$ cat src/rtl/pha_pkg.sv
package pha_pkg;

  // Pool geometry
  localparam int POOL_SIZE = 16;
  localparam int HANDLE_W  = 6;
  localparam int COUNT_W   = 7;
  localparam int STATUS_W  = 3;
  localparam int IDX_W     = (POOL_SIZE > 1) ? $clog2(POOL_SIZE) : 1;

  // Operation codes
  localparam logic [1:0] OP_SINGLE  = 2'd0;
  localparam logic [1:0] OP_BATCH   = 2'd1;
  localparam logic [1:0] OP_RELEASE = 2'd2;

  // Result status codes
  localparam logic [STATUS_W-1:0] ST_GRANTED   = 3'd0;
  localparam logic [STATUS_W-1:0] ST_NONE_FREE = 3'd1;
  localparam logic [STATUS_W-1:0] ST_REFUSED   = 3'd2;
  localparam logic [STATUS_W-1:0] ST_RELEASED  = 3'd3;
  localparam logic [STATUS_W-1:0] ST_IGNORED   = 3'd4;

  // Controller to datapath commands
  typedef struct packed {
    logic                capture;
    logic                pop;
    logic                release_h;
    logic                emit;
    logic                batch_load;
    logic                batch_step;
    logic [STATUS_W-1:0] status;
    logic                last;
  } cmd_t;

  // Datapath to controller status
  typedef struct packed {
    logic [1:0] op;
    logic       count_zero;
    logic       too_big;
    logic       empty;
    logic       release_ok;
    logic       out_free;
    logic       rem_one;
  } stat_t;

endpackage

$ cat src/rtl/pool_handle_allocator.sv
// Handle allocator over a fixed pool of POOL_SIZE object slots.
// Input channel (in_valid/in_stall) carries op, count and handle; an item is
// taken when in_valid is high and in_stall is low. Output channel
// (out_valid/out_stall) carries granted_handle, status, last and free_left.
// Op 0 pops one free handle, op 1 grants a batch of count handles or one
// refusal, op 2 returns an in-use handle to the free stack.
// Timing: a single request or release is captured, then its result is loaded
// into the output register in the execute state once that register is free;
// the next item is accepted only after that, so a new item is not taken while
// the last is in work. A batch is captured, then loads the batch counter, then
// gives one handle per cycle from the free stack top while the receiver does
// not stall. A refused batch gives one result; a batch of zero and op 3 give
// no result. The controller captures the item, then read-modify-writes the
// free stack top and in-use map.
// Reset: all handles free, stacked in order, so the highest is granted first.
// When the receiver stalls, the pending result holds in the output register
// and the controller waits before loading the next result; a new item may
// still be accepted while a result waits.
module pool_handle_allocator (
  input  logic                          clk,
  input  logic                          rst,
  input  logic                          in_valid,
  output logic                          in_stall,
  input  logic [1:0]                    op,
  input  logic [pha_pkg::COUNT_W-1:0]   count,
  input  logic [pha_pkg::HANDLE_W-1:0]  handle,
  output logic                          out_valid,
  input  logic                          out_stall,
  output logic [pha_pkg::HANDLE_W-1:0]  granted_handle,
  output logic [pha_pkg::STATUS_W-1:0]  status,
  output logic                          last,
  output logic [pha_pkg::COUNT_W-1:0]   free_left
);
  import pha_pkg::*;

  cmd_t  cmd;
  stat_t stat;

  pha_ctrl u_ctrl (
    .clk      (clk),
    .rst      (rst),
    .in_valid (in_valid),
    .in_stall (in_stall),
    .stat     (stat),
    .cmd      (cmd)
  );

  pha_datapath u_datapath (
    .clk            (clk),
    .rst            (rst),
    .cmd            (cmd),
    .stat           (stat),
    .op             (op),
    .count          (count),
    .handle         (handle),
    .out_valid      (out_valid),
    .out_stall      (out_stall),
    .granted_handle (granted_handle),
    .status         (status),
    .last           (last),
    .free_left      (free_left)
  );

endmodule

$ cat src/rtl/pha_datapath.sv
module pha_datapath (
  input  logic                              clk,
  input  logic                              rst,
  input  pha_pkg::cmd_t                     cmd,
  output pha_pkg::stat_t                    stat,
  input  logic [1:0]                        op,
  input  logic [pha_pkg::COUNT_W-1:0]       count,
  input  logic [pha_pkg::HANDLE_W-1:0]      handle,
  output logic                              out_valid,
  input  logic                              out_stall,
  output logic [pha_pkg::HANDLE_W-1:0]      granted_handle,
  output logic [pha_pkg::STATUS_W-1:0]      status,
  output logic                              last,
  output logic [pha_pkg::COUNT_W-1:0]       free_left
);
  import pha_pkg::*;

  // Captured item
  logic [1:0]          op_q;
  logic [COUNT_W-1:0]  count_q;
  logic [HANDLE_W-1:0] handle_q;

  // Allocator state
  logic [HANDLE_W-1:0] stack [POOL_SIZE];
  logic [COUNT_W-1:0]  free_count;
  logic [POOL_SIZE-1:0] in_use;
  logic [COUNT_W-1:0]  remaining;

  logic [COUNT_W-1:0]  top_sel;
  logic [IDX_W-1:0]    top_idx;
  logic [IDX_W-1:0]    push_idx;
  logic [IDX_W-1:0]    rel_idx;
  logic [HANDLE_W-1:0] top_h;
  logic                in_range;
  logic [COUNT_W-1:0]  free_count_next;

  // Stack pointers and release check
  assign top_sel  = free_count - COUNT_W'(1);
  assign top_idx  = top_sel[IDX_W-1:0];
  assign push_idx = free_count[IDX_W-1:0];
  assign rel_idx  = handle_q[IDX_W-1:0];
  assign top_h    = stack[top_idx];
  assign in_range = ({1'b0, handle_q} < COUNT_W'(POOL_SIZE));

  always_comb begin
    if (cmd.pop) begin
      free_count_next = free_count - COUNT_W'(1);
    end else if (cmd.release_h) begin
      free_count_next = free_count + COUNT_W'(1);
    end else begin
      free_count_next = free_count;
    end
  end

  // Status to controller
  assign stat.op         = op_q;
  assign stat.count_zero = (count_q == '0);
  assign stat.too_big    = (count_q > free_count);
  assign stat.empty      = (free_count == '0);
  assign stat.release_ok = in_range && in_use[rel_idx] &&
                           (free_count < COUNT_W'(POOL_SIZE));
  assign stat.out_free   = !out_valid || !out_stall;
  assign stat.rem_one    = (remaining == COUNT_W'(1));

  // Item capture
  always_ff @(posedge clk) begin
    if (cmd.capture) begin
      op_q     <= op;
      count_q  <= count;
      handle_q <= handle;
    end
  end

  // Free stack, count and in-use map
  always_ff @(posedge clk) begin
    if (rst) begin
      for (int i = 0; i < POOL_SIZE; i++) begin
        stack[i] <= HANDLE_W'(i);
      end
      free_count <= COUNT_W'(POOL_SIZE);
      in_use     <= '0;
    end else begin
      free_count <= free_count_next;
      if (cmd.pop) begin
        in_use[top_h[IDX_W-1:0]] <= 1'b1;
      end
      if (cmd.release_h) begin
        stack[push_idx] <= handle_q;
        in_use[rel_idx] <= 1'b0;
      end
    end
  end

  // Batch counter
  always_ff @(posedge clk) begin
    if (rst) begin
      remaining <= '0;
    end else if (cmd.batch_load) begin
      remaining <= count_q;
    end else if (cmd.batch_step) begin
      remaining <= remaining - COUNT_W'(1);
    end
  end

  // Output register
  always_ff @(posedge clk) begin
    if (rst) begin
      out_valid <= 1'b0;
    end else if (cmd.emit) begin
      out_valid <= 1'b1;
    end else if (!out_stall) begin
      out_valid <= 1'b0;
    end
  end

  always_ff @(posedge clk) begin
    if (cmd.emit) begin
      granted_handle <= cmd.pop ? top_h : '0;
      status         <= cmd.status;
      last           <= cmd.last;
      free_left      <= free_count_next;
    end
  end

`ifndef SYNTHESIS
  a_count_bound: assert property (@(posedge clk) disable iff (rst)
    free_count <= COUNT_W'(POOL_SIZE))
    else $error("free count above pool size");

  a_pop_nonempty: assert property (@(posedge clk) disable iff (rst)
    cmd.pop |-> (free_count != '0))
    else $error("pop from empty free stack");

  a_conserve: assert property (@(posedge clk) disable iff (rst)
    ($countones(in_use) + int'(free_count)) == POOL_SIZE)
    else $error("in-use map and free count disagree");

  a_emit_slot: assert property (@(posedge clk) disable iff (rst)
    cmd.emit |-> (!out_valid || !out_stall))
    else $error("result overwrote a pending result");
`endif

endmodule

$ cat src/rtl/pha_ctrl.sv
module pha_ctrl (
  input  logic           clk,
  input  logic           rst,
  input  logic           in_valid,
  output logic           in_stall,
  input  pha_pkg::stat_t stat,
  output pha_pkg::cmd_t  cmd
);
  import pha_pkg::*;

  typedef enum logic [1:0] {
    S_IDLE,
    S_EXEC,
    S_BATCH
  } state_t;

  state_t state;
  state_t state_next;

  assign in_stall = (state != S_IDLE);

  // Command decode
  always_comb begin
    cmd        = '0;
    state_next = state;
    unique case (state)
      S_IDLE: begin
        if (in_valid) begin
          cmd.capture = 1'b1;
          state_next  = S_EXEC;
        end
      end
      S_EXEC: begin
        unique case (stat.op)
          OP_SINGLE: begin
            if (stat.out_free) begin
              cmd.emit   = 1'b1;
              cmd.last   = 1'b1;
              cmd.pop    = !stat.empty;
              cmd.status = stat.empty ? ST_NONE_FREE : ST_GRANTED;
              state_next = S_IDLE;
            end
          end
          OP_BATCH: begin
            if (stat.count_zero) begin
              state_next = S_IDLE;
            end else if (stat.too_big) begin
              if (stat.out_free) begin
                cmd.emit   = 1'b1;
                cmd.last   = 1'b1;
                cmd.status = ST_REFUSED;
                state_next = S_IDLE;
              end
            end else begin
              cmd.batch_load = 1'b1;
              state_next     = S_BATCH;
            end
          end
          OP_RELEASE: begin
            if (stat.out_free) begin
              cmd.emit      = 1'b1;
              cmd.last      = 1'b1;
              cmd.release_h = stat.release_ok;
              cmd.status    = stat.release_ok ? ST_RELEASED : ST_IGNORED;
              state_next    = S_IDLE;
            end
          end
          default: begin
            state_next = S_IDLE;
          end
        endcase
      end
      S_BATCH: begin
        if (stat.out_free) begin
          cmd.emit       = 1'b1;
          cmd.pop        = 1'b1;
          cmd.batch_step = 1'b1;
          cmd.status     = ST_GRANTED;
          cmd.last       = stat.rem_one;
          if (stat.rem_one) begin
            state_next = S_IDLE;
          end
        end
      end
      default: begin
        state_next = S_IDLE;
      end
    endcase
  end

  // State register
  always_ff @(posedge clk) begin
    if (rst) begin
      state <= S_IDLE;
    end else begin
      state <= state_next;
    end
  end

endmodule
$ cat config.mk
export PLATFORM = sky130hd
export DESIGN_NAME = pool_handle_allocator
export DESIGN_NICKNAME = d
export VERILOG_FILES = /design/src/rtl/pha_pkg.sv /design/src/rtl/pool_handle_allocator.sv /design/src/rtl/pha_datapath.sv /design/src/rtl/pha_ctrl.sv
export SDC_FILE = /design/constraint.sdc
export NUM_CORES = 1
export LEC_CHECK = 0
export ABC_AREA = 1
export BUFFER_PORTS_ARGS = -buffer_cell sky130_fd_sc_hd__buf_2
export CAP_MARGIN = 20
export CELL_PAD_IN_SITES_DETAIL_PLACEMENT = 1
export CELL_PAD_IN_SITES_GLOBAL_PLACEMENT = 1
export CORE_MARGIN = 2
export CORE_UTILIZATION = 45
export DETAILED_ROUTE_END_ITERATION = 7
export PLACE_DENSITY_LB_ADDON = 0.05
export SKIP_CTS_REPAIR_TIMING = 1
export SYNTH_ARGS = -nofsm -noshare
export SYNTH_HDL_FRONTEND = slang
export SYNTH_SLANG_ARGS = --single-unit
$ cat constraint.sdc
create_clock -name clk -period 3.7 [get_ports clk]
set_input_delay 0.555 -clock clk [delete_from_list [all_inputs] [get_ports clk]]
set_output_delay 0.555 -clock clk [all_outputs]
set_load 0.02 [all_outputs]
==> results.tsv <==
metric	value	unit
fin_crit	3.23	ns
core-area	16600	um2
synth_area	7710	um2
maxSlewHeadroom	49.8	%
routed_wl	21300	um
async_flop_share	0	%
rsz0062_at_grt	no	
route.detailed.drc	0	
synth-simple-area-share	22.3	%
grt_pass1_wl	34000	um
critPathTopFamily	simple AND/OR/NAND/NOR gates	
fillers	1952	
cts_tree	done	
clockRootBuffer	clkbuf_16	
status	finished clean	
routed_via_density	5.33	
fin_area	8680	um2
skew	0.00674	ns
crit_chain	inv_2, nand2_1, nand2_1, nand2_1, nand2_1, nand2_1, nand2_1, nor2_2, nor2_4, nand3_4, nor2_1, nand2_1, nand2_1	
post-route-period-util	87.2	%
grt_pass1_vias	6309	
hold_path.class	in2reg	
hold_violations	0	
synth_edf_count	128	
synth-seq-cells	161	
slew_violations	0	
fin_ws	0.473	ns
ir_worst_vdd	0.349	mV
final_cell_mix	nand2_1 (168), nor2_1 (140), edfxtp_1 (128), o21ai_0 (64), inv_1 (57)	
drtIter0Drc	367	
final_common_cell	nand2_1	
die_y	135	um
nNetsFinal	923	
start_kind	register	
worstPathArrival	3.33	ns
die_w	135	um
diodes	0	
whs	0.293	ns
floorplan.die_area	18200	um2
h-tree-depth	4	
seq_area_frac_synth	58.4	%
synthXorXnorAreaFrac	1.51	%
power	0.00401	W
tightestPinTransition	0.753	ns
cts_sinks	161	
synth_fa_ha_area_share	2.60	%
grtUsageTotal	24.9	%
syn_inst	827	
cts-buffers-inserted	17	
cp_slowest_cell	edfxtp_1	
finalSetupViolCount	0	
routedWlPerCell	19.0	um
dr_total_vias	5972	
pre_cts_ws	0.504	ns
cts_buffer_depth	2	
cp_max_fo	26	
io_pins	38	
synth_warnings	0	
start_util	46.3	%
insertion_delay	0.43	ns
crit_required	3.81	ns
maxCapViolCount	0	
place_area	8180	um2
synth-compound-area-share	9.32	%
place_congestion	0.870	
muxShareOfSynthArea	0	%
antenna_found_initial	0	
final.setup.tns	0	ns
row_count	47	
critPathMaxStageDelay	0.54	ns
overflow	0	
drive_gt1_share	12.4	%
syn_to_final_growth	12.6	%
grt_max_degree	53	
postRouteAntennaNets	0	
syn_area_per_cell	9.32	um2
cpMostUsedCell	nand2_1	
power.leakage	3.40	nW
ys.flop_type	edfxtp_1	
clkSlewWorstSetupHoldPaths	0.06	ns
path_class	reg2reg	
power_density	462	nW/um2
synth.distinct_cells	33	
dr.pass1.iters	4	
port_buffers	37	
end_kind	register	
dp_hpwl	15300	um
critical_path_buf_inv_count	1	
synth_top_family_by_area	simple AND/OR/NAND/NOR gates	
fmax	0.310	GHz
-- routing by layer --
metal	GRT usage [%]	up-vias	part of all wire, %
li1	-	2877	-
met1	31.1	2936	44
met2	42.8	120	49
met3	4.92	39	3.3
met4	9.42	0	3.0
met5	0	-	0
-- final cells by class --
class | instances | area [um2] | area share (%)
clock buffer | 19 | 433 | 4.99
sequential | 161 | 4500 | 51.9
clock inverter | 13 | 70.1 | 0.807
multi-input combinational | 588 | 2870 | 33.1
tap | 220 | 275 | 3.17
timing repair buffer | 45 | 245 | 2.83
inverter | 75 | 282 | 3.24
-- Yosys cell counts, drive strengths merged (7+ instances only) --
master,number,area share (%)
nor2,159,8.6
o211ai,21,2.0
o21ai,64,4.2
inv,72,3.5
dfxtp,33,8.6
clkbuf,19,0.93
edfxtp,128,50
nor3,26,1.7
ha,16,2.6
xor2,8,1.4
nand2,173,8.6
buf,15,1.3
nand4,7,0.57
nand3,37,2.6
a21oi,30,2.0
-- through the flow --
step                util [%]  instances
detailed placement      49.1       1089
global placement        49.1       1089
floorplan                  -        858
finish                  52.2       1121
global route            52.2       1121
CTS                     52.2       1121
-- sequential cells by signal (all words and copies together), names as in the netlist --
register	cells
u_ctrl.state	2
u_datapath.count_q	7
u_datapath.free_count	7
u_datapath.free_left	7
u_datapath.granted_handle	6
u_datapath.handle_q	6
u_datapath.in_use	16
u_datapath.last	1
u_datapath.op_q	2
u_datapath.out_valid	1
u_datapath.remaining	7
u_datapath.stack	96
u_datapath.status	3
-- cells by family after synthesis --
kind of cell / after synthesis
other: 1
xor gates and xnor gates: 9
and+or+nand+nor: 404
AOI/OAI and AO/OA: 127
adders and majority gates: 16
buffers and inverters: 109
DFF: 161
-- where the power goes --
part           total (W)  switching [W]  internal (W)
logic           0.000395       0.000297     0.0000986
registers        0.00206      0.0000341       0.00202
clock network    0.00156       0.000714      0.000842
total            0.00401        0.00105       0.00296
-- worst paths after layout --
| check | startpoint | to | slack, ns | cells after the start |
|---|---|---|---|---|
| worst min-delay path | count[3] | u_datapath.count_q[3] | 0.29 | 1 |
| worst max-delay path | u_datapath.handle_q[0] | u_datapath.stack[4][4] | 0.47 | 13 |
| worst max register to register | u_datapath.handle_q[0] | u_datapath.stack[4][4] | 0.47 | 13 |
| worst min register to register | u_ctrl.state[1] | u_ctrl.state[1] | 0.49 | 2 |
Note: power is estimated with default switching activity, not from simulation.
